==> src/design/kruf_pkg.sv <==
// ----------------------------------------------------------------------------
// kruf_pkg
// Shared types and constants of the union-find edge filter: item structs,
// table entry layout, controller states and the command/status bundles.
// ----------------------------------------------------------------------------
package kruf_pkg;

    localparam int NODE_W   = 6;
    localparam int MAX_NODES = 1 << NODE_W;
    localparam int RANK_W   = 3;
    localparam int WEIGHT_W = 16;
    localparam int SUM_W    = 22;
    localparam int CNT_W    = 7;
    localparam int CFG_W    = 7;
    localparam int ENTRY_W  = NODE_W + RANK_W;

    localparam logic [CFG_W-1:0]  NODE_COUNT_RST = CFG_W'(MAX_NODES);
    localparam logic [RANK_W-1:0] RANK_MAX       = '1;
    localparam logic [CNT_W-1:0]  CNT_MAX        = '1;

    typedef struct packed {
        logic                action;
        logic [NODE_W-1:0]   node_a;
        logic [NODE_W-1:0]   node_b;
        logic [WEIGHT_W-1:0] edge_weight;
    } t_in_item;

    typedef struct packed {
        logic             accepted;
        logic             bad_node;
        logic [SUM_W-1:0] total_weight;
        logic [CNT_W-1:0] edges_taken;
    } t_out_item;

    typedef struct packed {
        logic [NODE_W-1:0] parent;
        logic [RANK_W-1:0] rank;
    } t_entry;

    typedef enum logic [2:0] {
        S_IDLE,
        S_FIND_A,
        S_COMP_A,
        S_FIND_B,
        S_COMP_B,
        S_LINK,
        S_RAISE,
        S_DONE
    } t_state;

    typedef enum logic [2:0] {
        RD_NONE,
        RD_IN_A,
        RD_A,
        RD_B,
        RD_NEXT
    } t_rd_sel;

    typedef enum logic [2:0] {
        WR_NONE,
        WR_COMP_A,
        WR_COMP_B,
        WR_LINK_RB,
        WR_LINK_RA,
        WR_RAISE
    } t_wr_sel;

    typedef struct packed {
        logic    load;
        logic    clear;
        t_rd_sel rd_sel;
        t_wr_sel wr_sel;
        logic    cap_ra;
        logic    cap_rb;
        logic    acc_add;
        logic    out_load;
    } t_cmd;

    typedef struct packed {
        logic in_restart;
        logic in_bad;
        logic at_root;
        logic cur_is_a;
        logic cur_is_b;
        logic end_a;
        logic end_b;
        logic same_root;
        logic a_wins;
        logic raise;
        logic out_free;
    } t_sts;

endpackage

==> src/design/kruf_ram.sv <==
// ----------------------------------------------------------------------------
// kruf_ram
// Generic single-write, single-read RAM with registered read data.
// ----------------------------------------------------------------------------
module kruf_ram #(
    parameter int WIDTH = 8,
    parameter int DEPTH = 64
) (
    input  logic                     i_clk,
    input  logic                     i_wr_en,
    input  logic [$clog2(DEPTH)-1:0] i_wr_addr,
    input  logic [WIDTH-1:0]         i_wr_data,
    input  logic                     i_rd_en,
    input  logic [$clog2(DEPTH)-1:0] i_rd_addr,
    output logic [WIDTH-1:0]         o_rd_data
);

    logic [WIDTH-1:0] r_mem [DEPTH];
    logic [WIDTH-1:0] r_rd_data;

    always_ff @(posedge i_clk) begin
        if (i_wr_en) begin
            r_mem[i_wr_addr] <= i_wr_data;
        end
        if (i_rd_en) begin
            r_rd_data <= r_mem[i_rd_addr];
        end
    end

    assign o_rd_data = r_rd_data;

endmodule

==> src/design/kruf_dp.sv <==
// ----------------------------------------------------------------------------
// kruf_dp
// Datapath: parent/rank table with per-entry valid bits, walk registers,
// running totals, node count register and the output item register.
// ----------------------------------------------------------------------------
module kruf_dp (
    input  logic                           i_clk,
    input  logic                           i_rst_n,
    input  kruf_pkg::t_cmd                 i_cmd,
    output kruf_pkg::t_sts                 o_sts,
    input  kruf_pkg::t_in_item             i_in_item,
    input  logic                           i_cfg_we,
    input  logic [kruf_pkg::CFG_W-1:0]     i_cfg_data,
    output logic                           o_out_valid,
    input  logic                           i_out_stall,
    output kruf_pkg::t_out_item            o_out_item
);
    import kruf_pkg::*;

    logic [CFG_W-1:0]    r_node_count;
    logic [NODE_W-1:0]   r_a, r_b, r_cur, r_ra, r_rb;
    logic [WEIGHT_W-1:0] r_w;
    logic [RANK_W-1:0]   r_rank_a, r_rank_b;
    logic                r_acc, r_bad;
    logic [SUM_W-1:0]    r_sum;
    logic [CNT_W-1:0]    r_cnt;
    logic [MAX_NODES-1:0] r_vld;
    logic [NODE_W-1:0]   r_rd_addr;
    logic                r_rd_vld;
    logic                r_rd_byp;
    t_entry              r_byp_data;
    logic                r_out_valid;
    t_out_item           r_out_item;

    t_entry              ram_q;
    t_entry              q;
    logic                rd_en;
    logic [NODE_W-1:0]   rd_addr;
    logic                wr_en;
    logic [NODE_W-1:0]   wr_addr;
    t_entry              wr_data;
    logic [SUM_W:0]      sum_ext;
    logic [SUM_W-1:0]    n_sum;
    logic [CNT_W-1:0]    n_cnt;
    logic                in_bad;

    kruf_ram #(
        .WIDTH (ENTRY_W),
        .DEPTH (MAX_NODES)
    ) u_table (
        .i_clk     (i_clk),
        .i_wr_en   (wr_en),
        .i_wr_addr (wr_addr),
        .i_wr_data (wr_data),
        .i_rd_en   (rd_en),
        .i_rd_addr (rd_addr),
        .o_rd_data (ram_q)
    );

    // Never-written entry reads as its own root with rank zero.
    always_comb begin
        if (r_rd_byp) begin
            q = r_byp_data;
        end else if (r_rd_vld) begin
            q = ram_q;
        end else begin
            q.parent = r_rd_addr;
            q.rank   = '0;
        end
    end

    always_comb begin
        rd_en   = 1'b1;
        rd_addr = r_cur;
        case (i_cmd.rd_sel)
            RD_IN_A: rd_addr = i_in_item.node_a;
            RD_A:    rd_addr = r_a;
            RD_B:    rd_addr = r_b;
            RD_NEXT: rd_addr = q.parent;
            default: rd_en   = 1'b0;
        endcase
    end

    always_comb begin
        wr_en          = 1'b1;
        wr_addr        = r_cur;
        wr_data.parent = r_ra;
        wr_data.rank   = q.rank;
        case (i_cmd.wr_sel)
            WR_COMP_A: begin
                wr_data.parent = r_ra;
            end
            WR_COMP_B: begin
                wr_data.parent = r_rb;
            end
            WR_LINK_RB: begin
                wr_addr        = r_rb;
                wr_data.parent = r_ra;
                wr_data.rank   = r_rank_b;
            end
            WR_LINK_RA: begin
                wr_addr        = r_ra;
                wr_data.parent = r_rb;
                wr_data.rank   = r_rank_a;
            end
            WR_RAISE: begin
                wr_addr        = r_rb;
                wr_data.parent = r_rb;
                wr_data.rank   = r_rank_b + RANK_W'(1);
            end
            default: wr_en = 1'b0;
        endcase
    end

    // Saturating totals.
    always_comb begin
        sum_ext = {1'b0, r_sum} + (SUM_W + 1)'(r_w);
        n_sum   = sum_ext[SUM_W] ? '1 : sum_ext[SUM_W-1:0];
        n_cnt   = (r_cnt == CNT_MAX) ? r_cnt : r_cnt + CNT_W'(1);
    end

    assign in_bad = (CFG_W'(i_in_item.node_a) >= r_node_count)
                 || (CFG_W'(i_in_item.node_b) >= r_node_count);

    always_comb begin
        o_sts.in_restart = i_in_item.action;
        o_sts.in_bad     = in_bad;
        o_sts.at_root    = (q.parent == r_cur);
        o_sts.cur_is_a   = (r_cur == r_a);
        o_sts.cur_is_b   = (r_cur == r_b);
        o_sts.end_a      = (q.parent == r_ra);
        o_sts.end_b      = (q.parent == r_rb);
        o_sts.same_root  = (r_ra == r_rb);
        o_sts.a_wins     = (r_rank_a > r_rank_b);
        o_sts.raise      = (r_rank_a == r_rank_b) && (r_rank_b != RANK_MAX);
        o_sts.out_free   = !r_out_valid || !i_out_stall;
    end

    // Control state.
    always_ff @(posedge i_clk) begin
        if (!i_rst_n) begin
            r_node_count <= NODE_COUNT_RST;
            r_vld        <= '0;
            r_sum        <= '0;
            r_cnt        <= '0;
            r_out_valid  <= 1'b0;
        end else begin
            if (i_cfg_we) begin
                r_node_count <= i_cfg_data;
            end
            if (i_cmd.clear) begin
                r_vld <= '0;
                r_sum <= '0;
                r_cnt <= '0;
            end else begin
                if (wr_en) begin
                    r_vld[wr_addr] <= 1'b1;
                end
                if (i_cmd.acc_add) begin
                    r_sum <= n_sum;
                    r_cnt <= n_cnt;
                end
            end
            if (i_cmd.out_load) begin
                r_out_valid <= 1'b1;
            end else if (!i_out_stall) begin
                r_out_valid <= 1'b0;
            end
        end
    end

    // Payload registers.
    always_ff @(posedge i_clk) begin
        if (i_cmd.load) begin
            r_a   <= i_in_item.node_a;
            r_b   <= i_in_item.node_b;
            r_w   <= i_in_item.edge_weight;
            r_acc <= 1'b0;
            r_bad <= !i_in_item.action && in_bad;
        end
        if (i_cmd.acc_add) begin
            r_acc <= 1'b1;
        end
        if (rd_en) begin
            r_cur      <= rd_addr;
            r_rd_addr  <= rd_addr;
            r_rd_vld   <= r_vld[rd_addr];
            r_rd_byp   <= wr_en && (wr_addr == rd_addr);
            r_byp_data <= wr_data;
        end
        if (i_cmd.cap_ra) begin
            r_ra     <= r_cur;
            r_rank_a <= q.rank;
        end
        if (i_cmd.cap_rb) begin
            r_rb     <= r_cur;
            r_rank_b <= q.rank;
        end
        if (i_cmd.out_load) begin
            r_out_item.accepted     <= r_acc;
            r_out_item.bad_node     <= r_bad;
            r_out_item.total_weight <= r_sum;
            r_out_item.edges_taken  <= r_cnt;
        end
    end

    assign o_out_valid = r_out_valid;
    assign o_out_item  = r_out_item;

endmodule

==> src/design/kruf_ctrl.sv <==
// ----------------------------------------------------------------------------
// kruf_ctrl
// Controller: sequences the two root walks, the path rewrites, the link and
// the result hand-off.
// ----------------------------------------------------------------------------
module kruf_ctrl (
    input  logic           i_clk,
    input  logic           i_rst_n,
    input  logic           i_in_valid,
    output logic           o_in_stall,
    output logic           o_idle,
    input  kruf_pkg::t_sts i_sts,
    output kruf_pkg::t_cmd o_cmd
);
    import kruf_pkg::*;

    t_state r_state;
    t_state n_state;

    always_ff @(posedge i_clk) begin
        if (!i_rst_n) begin
            r_state <= S_IDLE;
        end else begin
            r_state <= n_state;
        end
    end

    always_comb begin
        n_state = r_state;
        case (r_state)
            S_IDLE: begin
                if (i_in_valid) begin
                    n_state = (i_sts.in_restart || i_sts.in_bad) ? S_DONE : S_FIND_A;
                end
            end
            S_FIND_A: begin
                if (i_sts.at_root) begin
                    n_state = i_sts.cur_is_a ? S_FIND_B : S_COMP_A;
                end
            end
            S_COMP_A: begin
                if (i_sts.end_a) begin
                    n_state = S_FIND_B;
                end
            end
            S_FIND_B: begin
                if (i_sts.at_root) begin
                    n_state = i_sts.cur_is_b ? S_LINK : S_COMP_B;
                end
            end
            S_COMP_B: begin
                if (i_sts.end_b) begin
                    n_state = S_LINK;
                end
            end
            S_LINK: begin
                if (!i_sts.same_root && !i_sts.a_wins && i_sts.raise) begin
                    n_state = S_RAISE;
                end else begin
                    n_state = S_DONE;
                end
            end
            S_RAISE: begin
                n_state = S_DONE;
            end
            S_DONE: begin
                if (i_sts.out_free) begin
                    n_state = S_IDLE;
                end
            end
            default: n_state = S_IDLE;
        endcase
    end

    always_comb begin
        o_cmd.load     = 1'b0;
        o_cmd.clear    = 1'b0;
        o_cmd.rd_sel   = RD_NONE;
        o_cmd.wr_sel   = WR_NONE;
        o_cmd.cap_ra   = 1'b0;
        o_cmd.cap_rb   = 1'b0;
        o_cmd.acc_add  = 1'b0;
        o_cmd.out_load = 1'b0;
        case (r_state)
            S_IDLE: begin
                if (i_in_valid) begin
                    o_cmd.load = 1'b1;
                    if (i_sts.in_restart) begin
                        o_cmd.clear = 1'b1;
                    end else if (!i_sts.in_bad) begin
                        o_cmd.rd_sel = RD_IN_A;
                    end
                end
            end
            S_FIND_A: begin
                if (i_sts.at_root) begin
                    o_cmd.cap_ra = 1'b1;
                    o_cmd.rd_sel = i_sts.cur_is_a ? RD_B : RD_A;
                end else begin
                    o_cmd.rd_sel = RD_NEXT;
                end
            end
            S_COMP_A: begin
                o_cmd.wr_sel = WR_COMP_A;
                o_cmd.rd_sel = i_sts.end_a ? RD_B : RD_NEXT;
            end
            S_FIND_B: begin
                if (i_sts.at_root) begin
                    o_cmd.cap_rb = 1'b1;
                    if (!i_sts.cur_is_b) begin
                        o_cmd.rd_sel = RD_B;
                    end
                end else begin
                    o_cmd.rd_sel = RD_NEXT;
                end
            end
            S_COMP_B: begin
                o_cmd.wr_sel = WR_COMP_B;
                if (!i_sts.end_b) begin
                    o_cmd.rd_sel = RD_NEXT;
                end
            end
            S_LINK: begin
                if (!i_sts.same_root) begin
                    o_cmd.acc_add = 1'b1;
                    o_cmd.wr_sel  = i_sts.a_wins ? WR_LINK_RB : WR_LINK_RA;
                end
            end
            S_RAISE: begin
                o_cmd.wr_sel = WR_RAISE;
            end
            S_DONE: begin
                o_cmd.out_load = i_sts.out_free;
            end
            default: begin
                o_cmd.load = 1'b0;
            end
        endcase
    end

    assign o_in_stall = (r_state != S_IDLE);
    assign o_idle     = (r_state == S_IDLE);

endmodule

==> src/design/kruskal_union_find_edge_filter_core.sv <==
// ----------------------------------------------------------------------------
// kruskal_union_find_edge_filter_core
// Minimum spanning tree edge filter over a union-find table. Edges arrive in
// ascending weight order; each one gets an item back saying whether it joined
// two sets, together with the running tree weight and edge count. An item with
// action set restarts: every node returns to its own set and the totals clear
// (the table is cleared at once through per-entry valid bits, no sweep). An
// edge with an endpoint not below node_count is flagged bad_node and changes
// nothing. One item is processed at a time. An edge walks each endpoint up to
// its root and rewrites the path behind it, then links the two roots; when
// two equal-rank roots are joined, the surviving root's rank is raised in a
// further step. Union by rank keeps the hop count from each endpoint to its
// root at 6 or less for 64 nodes. The parent/rank table answers one read per
// cycle: every hop of the root search and of the path rewrite is one table
// read. A new item is taken while the previous result still waits in the
// output register. node_count may be written only while the block idles.
// ----------------------------------------------------------------------------
module kruskal_union_find_edge_filter_core (
    input  logic                       i_clk,
    input  logic                       i_rst_n,
    input  logic                       i_in_valid,
    output logic                       o_in_stall,
    input  kruf_pkg::t_in_item         i_in_item,
    output logic                       o_out_valid,
    input  logic                       i_out_stall,
    output kruf_pkg::t_out_item        o_out_item,
    input  logic                       i_cfg_valid,
    output logic                       o_cfg_ready,
    input  logic [kruf_pkg::CFG_W-1:0] i_cfg_data
);
    import kruf_pkg::*;

    t_cmd cmd;
    t_sts sts;
    logic idle;
    logic cfg_we;

    // Take node_count writes only between items.
    assign o_cfg_ready = idle;
    assign cfg_we      = i_cfg_valid && idle;

    kruf_ctrl u_ctrl (
        .i_clk      (i_clk),
        .i_rst_n    (i_rst_n),
        .i_in_valid (i_in_valid),
        .o_in_stall (o_in_stall),
        .o_idle     (idle),
        .i_sts      (sts),
        .o_cmd      (cmd)
    );

    kruf_dp u_dp (
        .i_clk       (i_clk),
        .i_rst_n     (i_rst_n),
        .i_cmd       (cmd),
        .o_sts       (sts),
        .i_in_item   (i_in_item),
        .i_cfg_we    (cfg_we),
        .i_cfg_data  (i_cfg_data),
        .o_out_valid (o_out_valid),
        .i_out_stall (i_out_stall),
        .o_out_item  (o_out_item)
    );

endmodule
==> config.mk <==
export PLATFORM = sky130hd
export DESIGN_NAME = kruskal_union_find_edge_filter_core
export DESIGN_NICKNAME = d
export VERILOG_FILES = /design/src/design/kruf_pkg.sv /design/src/design/kruf_ram.sv /design/src/design/kruf_dp.sv /design/src/design/kruf_ctrl.sv /design/src/design/kruskal_union_find_edge_filter_core.sv
export SDC_FILE = /design/constraint.sdc
export NUM_CORES = 1
export LEC_CHECK = 0
export BUFFER_PORTS_ARGS = -buffer_cell sky130_fd_sc_hd__buf_2
export CAP_MARGIN = 25
export CORE_ASPECT_RATIO = 1.25
export CORE_MARGIN = 5
export CORE_UTILIZATION = 38
export CTS_CLUSTER_DIAMETER = 120
export DETAILED_ROUTE_END_ITERATION = 6
export PLACE_DENSITY = 0.65
export SLEW_MARGIN = 10
export SYNTH_ARGS = -nofsm -noshare
export SYNTH_HDL_FRONTEND = slang
export SYNTH_SLANG_ARGS = --single-unit
==> constraint.sdc <==
create_clock -name i_clk -period 14.38 [get_ports i_clk]
set_input_delay 3.595 -clock i_clk [delete_from_list [all_inputs] [get_ports i_clk]]
set_output_delay 3.595 -clock i_clk [all_outputs]
set_load 0.05 [all_outputs]
==> results of run 1 <==
-- worst max path at each step --
stage / slack [ns] / startpoint / end
final: 5.92 / i_in_item[26] / u_dp.r_rd_vld
after global routing: 5.59 / i_in_item[22] / u_dp.r_rd_vld
after CTS: 5.55 / i_in_item[26] / u_dp.u_table.o_rd_data[2]
after detailed placement: 4.93 / i_in_item[26] / u_dp.u_table.o_rd_data[2]
after global placement: 5.02 / i_in_item[26] / u_dp.u_table.o_rd_data[2]
after floorplan: 7.57 / i_in_item[26] / u_dp.u_table.o_rd_data[7]
-- cell usage in the layout (no fill, tap or decap), drive strengths merged, types with 5 or more instances in the layout --
cell	netlist	routed
xnor2	20	20
nand2b	8	8
ha	34	34
a22oi	6	6
mux2i	102	102
dfxtp	105	105
a31oi	34	34
a221oi	5	5
a211o	5	5
buf	75	139
and2	8	8
nor2b	9	9
a21oi	42	42
clkinv	0	19
a222oi	5	5
a21o	8	8
and3	20	20
or3	9	9
nor2	224	224
a211oi	5	5
nor3	8	8
and4	10	10
o21a	11	11
nand4b	10	10
clkbuf	54	110
mux2	13	13
xor2	34	34
nand2	514	514
nand3	139	139
inv	31	38
a32oi	90	90
nand4	51	51
edfxtp	680	680
o21ai	40	40
-- per-stage QoR --
step,util,area (um^2)
after floorplan,-,32240
after global placement,0.3989,33610
after detailed placement,0.4011,33800
after CTS,0.4291,36160
after global routing,0.4309,36310
final,0.4309,36310
-- final cells by class --
type | count | area (um^2)
well taps | 1089 | 1363
multi-input cells | 1537 | 9030
fillers | 7560 | 47960
inverters | 31 | 123.9
flip-flops and latches | 785 | 22520
clock buffers | 110 | 2122
clock inverters | 30 | 236.5
repair buffers | 139 | 918.4
-- worst max-delay path, stage by stage --
cell and delay [ns]:
buf_2 0.12, ha_1 0.31, a21o_1 0.18, a211o_1 0.29, a221oi_1 0.27, o211a_1 0.35, a22oi_1 0.13, o221ai_1 0.16
o31ai_4 0.08, buf_4 0.26, buf_16 0.24, inv_6 0.45, buf_4 0.63, buf_4 0.70, mux2i_1 0.28, a32oi_1 0.07
nand4_1 0.16, and4_1 0.26, nand4_1 0.09
-- cell families (layout without fill, tap and decap cells) --
group,count (synthesis),in the layout,synth area share
AO/OA/AOI/OAI,298,298,0.07132
multiplexers,115,115,0.03620
AND/OR/NAND/NOR,1035,1035,0.1409
adder cells (fa/ha/maj),35,35,0.01381
buffers and inverters,160,310,0.02468
flip-flops,785,785,0.6985
XOR/XNOR,54,54,0.01467
-- routing by layer --
metal  wire length (um)  part of all wire
met5                  0                 0
met4               2590             0.031
met3               5512             0.067
met2              42450              0.51
met1              32140              0.39
-- sequential cells by signal, indices dropped and copies added, names as in the netlist, 3 cells and up --
register / count
u_dp.r_ra: 6
u_dp.r_rank_b: 3
u_dp.r_rd_addr: 6
u_dp.r_vld: 64
u_dp.u_table.o_rd_data: 9
u_dp.r_rank_a: 3
u_dp.r_a: 6
u_dp.u_table.r_mem: 576
u_dp.r_node_count: 7
u_dp.r_rb: 6
u_dp.r_b: 6
u_dp.r_byp_data: 9
u_dp.o_out_item: 31
u_dp.r_sum: 22
u_dp.r_w: 16
u_dp.r_cnt: 7
u_ctrl.r_state: 3
==> out/qor.csv, run 1 <==
stage,metric,value,unit
status,run_status,"finished, final reports clean",
route,vias,20872,
clock_tree,clk_latency,0.62,ns
global_route,grt_use_total,0.1764,
sta,hold_ws,0.4410,ns
clock_tree,cts_buffer_depth,3,
synth,synth_cells,2482,
synth,synth_top_cell_by_area,edfxtp_1,
sta,setup_viol,0,
clock_tree,postCtsHoldBufs,0,
floorplanning,die_y,335.7,um
clock_tree,cts_root_buf,clkbuf_16,
global_route,grt_overflow,0,
cells_and_area,syn_to_final_growth,12.62,%
min_path,holdCritPathClass,reg -> reg,
synth,synth_seq_area_share,0.6985,
route,drt-pass1-iter-count,6,
placement,dp.cells,3565,
sta,fin_crit,8.465,ns
synth,yosys_warnings,0,
worst_setup_path,crit_required,14.71,ns
floorplanning,die_area,90820,um^2
global_route,grt_pass1_vias,20576,
route,drc,0,
clock_tree,ctsResizeCount,0,
synth,synthesis.nets,2558,
sta,slew_headroom,0.2959,
global_route,grt_max_degree,158,
clock_tree,cts_made_buffers,77,
synth,synthTopCellsByArea,"edfxtp_1 63%, dfxtp_1 6.5%, nand2_1 6.0%, mux2i_1 3.2%, nor2_1 2.6%",
min_path,min-delay-start,u_dp.r_acc,
placement,place_hpwl,51680,um
route,antenna_left,0,
worst_setup_path,worst_r2r_path_depth,18,
worst_setup_path,worstSetupPathType,in -> reg,
route,post_drt_wl_per_cell,22.22,um
worst_setup_path,end_kind,register,
clock_tree,cts.clk_slew.worst_paths,0.06,ns
synth,yosysMostFrequentCell,edfxtp_1,
synth,syn_area_per_cell,12.99,um^2
job,drv_cap,0,
min_path,holdPathEnd,u_dp.o_out_item[30],
placement,post-place-ws,4.932,ns
sta,hold_viol_final,0,
synth,async_flop_share,0,
worst_setup_path,worstPathArrival,8.80,ns
sta,tightest_slew,1.052,ns
global_route,grt_busiest_layer,met2,
clock_tree,cts_setup_buffers,0,
global_route,grt_pass1_wl,125200,um
synth,synth_top_area_share,0.6333,
worst_setup_path,regToRegSetupSlack,7.42,ns
route,drtIter0Drc,1876,
sta,slew_viol_final,0,
route,viasPerCell,5.609,
sta,rsz0062_at_grt,no,
global_route,met1_usage,0.2164,
sta,fin_skew,0.02307,ns
worst_setup_path,critical_path_peak_fanout,60,
min_path,min_delay_path_depth,0,
worst_setup_path,timing.rr.start,u_dp.r_rd_byp,
worst_setup_path,start_kind,primary input,
global_route,antenna_found_initial,0,
synth,synth_area,32240,um^2
floorplanning,pin_count,75,
cells_and_area,antennaDiodeCount,0,
placement,port_buffers,74,
floorplanning,design.core.area,84270,um^2
clock_tree,cts_htree_levels,3,
sta,fin_setup_tns,0,ns
sta,min_period_over_period,0.5886,
synth,synth_seq_cells,785,
floorplanning,start_util,0.3826,
worst_setup_path,r2r-end,u_dp.r_rd_vld,
global_route,met3_usage,0.02673,
clock_tree,cts.sinks,785,
cells_and_area,stdcell_count,3721,
placement,gp_congestion,0.8227,
route,wirelength,82690,um
floorplanning,rows,119,
global_route,grtUsageMet2,0.3166,
sta,fmax,0.1181,GHz
cells_and_area,layout-drive-gt1-share,0.1106,
cells_and_area,nets,2647,
sta,setup_ws,5.915,ns
floorplanning,die_width,270.5,um
clock_tree,cts_tree,done,
synth,synth_top_flop_cell,edfxtp_1,
synth,ys_types,83,
synth,synth_commonest_cells,"680 x edfxtp_1, 514 x nand2_1, 221 x nor2_1",
synth,synth_edf_count,680,
Power of run 1 is not shown: default switching activity piles up to over one toggle a cycle in this logic, so the estimate is an artifact.
==> run 2, diff against run 1 <==
- clock period: 14.38 -> 8.6 ns (I/O delays scaled with it)
==> out/qor.csv, run 2 (same netlist as run 1, synthesis figures left out) <==
stage,metric,value,unit
global_route,grt_use_total,0.1753,
clock_tree,cts_root_buf,clkbuf_16,
global_route,grt_overflow,0,
status,violations,design-rule violations,
floorplanning,design.core.area,84270,um^2
cells_and_area,syn_to_final_growth,13.84,%
route,wirelength,82430,um
clock_tree,cts.clk_slew.worst_paths,0.06,ns
sta,tightest_slew,1.077,ns
global_route,antenna_found_initial,0,
cells_and_area,largest_reg_flops,576,
cells_and_area,nets,2642,
sta,slew_viol_final,0,
global_route,grt_pass1_vias,20416,
min_path,holdCritPathClass,reg -> reg,
floorplanning,die_area,90820,um^2
clock_tree,postCtsHoldBufs,0,
worst_setup_path,worstSetupPathType,in -> reg,
worst_setup_path,start_kind,primary input,
worst_setup_path,worst_r2r_path_depth,14,
cells_and_area,final_cell_mix,"680 x edfxtp_1, 514 x nand2_1, 220 x nor2_1",
worst_setup_path,worstPathArrival,7.17,ns
cells_and_area,final_common_cell,edfxtp_1,
worst_setup_path,crit_required,9.07,ns
sta,fin_setup_tns,0,ns
cells_and_area,regMostFlops,u_dp.u_table.r_mem,
placement,place_hpwl,51040,um
clock_tree,cts_htree_levels,3,
sta,rsz0062_at_grt,no,
sta,setup_viol,0,
floorplanning,start_util,0.3826,
clock_tree,cts.sinks,785,
floorplanning,die_y,335.7,um
min_path,min_delay_path_depth,0,
clock_tree,cts_made_buffers,77,
sta,fmax,0.1493,GHz
global_route,grt_max_degree,122,
floorplanning,die_width,270.5,um
floorplanning,rows,119,
sta,slew_headroom,0.2807,
route,post_drt_wl_per_cell,22.17,um
clock_tree,cts_setup_buffers,0,
job,drv_cap,0,
placement,gp_congestion,0.8488,
clock_tree,cts_tree,done,
route,viasPerCell,5.566,
floorplanning,pin_count,75,
placement,port_buffers,74,
route,drc,3,
sta,hold_viol_final,0,
cells_and_area,layout-drive-gt1-share,0.1153,
clock_tree,clk_latency,0.63,ns
sta,fin_crit,6.696,ns
clock_tree,ctsResizeCount,0,
clock_tree,cts_buffer_depth,3,
sta,fin_skew,0.01637,ns
global_route,grt_pass1_wl,124500,um
route,antenna_left,0,
worst_setup_path,critical_path_peak_fanout,121,
sta,min_period_over_period,0.7786,
status,run_status,"finished, violations left",
cells_and_area,antennaDiodeCount,0,
route,drtIter0Drc,2037,
worst_setup_path,end_kind,register,
route,vias,20696,
route,drt-pass1-iter-count,7,
## run 2: cell types whose count changed in the layout (fill, tap and decap cells not counted), sizes merged
| cell | previous run | this run |
|---|---|---|
| clkinvlp | 2 | 7 |
| buf | 139 | 134 |
| bufinv | 2 | 13 |
| inv | 38 | 36 |
| clkinv | 19 | 20 |
| clkbuf | 110 | 97 |
## run 2: routing by layer
layer / part of all wire / routed length (um) / GRT usage / vias up
met3: 0.079 / 6487 / 0.03009 / 166
met5: 0 / 0 / 0 / -
li1: - / - / - / 9376
met1: 0.39 / 32030 / 0.2216 / 10261
met2: 0.50 / 41180 / 0.3031 / 893
met4: 0.033 / 2730 / 0.06736 / 0
## run 2: cell type report
class / count / area [um^2]
clock buffers: 97 / 2083
clock inverters: 45 / 623.1
fillers: 7494 / 47570
inverters: 31 / 123.9
multi-input cells: 1537 / 9030
flip-flops and latches: 785 / 22520
well taps: 1089 / 1363
repair buffers: 134 / 962.2
## run 2: worst paths after layout
check                                   start                        end  slack (ns)
worst min-delay path               u_dp.r_bad        u_dp.o_out_item[29]        0.42
worst max register to register  u_dp.r_rd_byp  u_dp.u_table.o_rd_data[7]        2.18
worst min register to register     u_dp.r_bad        u_dp.o_out_item[29]        0.42
worst max-delay path            i_in_item[26]  u_dp.u_table.o_rd_data[7]        1.90
## run 2: worst max-delay path: stages
cell       delay, ns
buf_2           0.13
ha_1            0.32
a21o_1          0.19
a211o_1         0.28
a221oi_1        0.25
o211a_1         0.36
nor2_1          0.07
and4_1          0.36
o31ai_4         0.77
buf_12          0.47
mux2i_1         0.19
a32o_1          0.24
a2111oi_0       0.71
a41oi_1         0.21
nand4_1         0.21
## run 2: stage by stage
stage	cells	hold slack (ns)	util	setup WS [ns]	area (um^2)
after floorplan	2482	0.4003	-	3.240	32240
after global placement	3545	0.4175	0.3999	1.462	33700
after detailed placement	3568	0.4065	0.4027	1.460	33940
after CTS	3710	0.4211	0.4349	2.069	36650
after global routing	3718	0.4230	0.4356	1.821	36710
final	3718	0.4186	0.4356	1.904	36710
Power of run 2 is left out for the same reason.
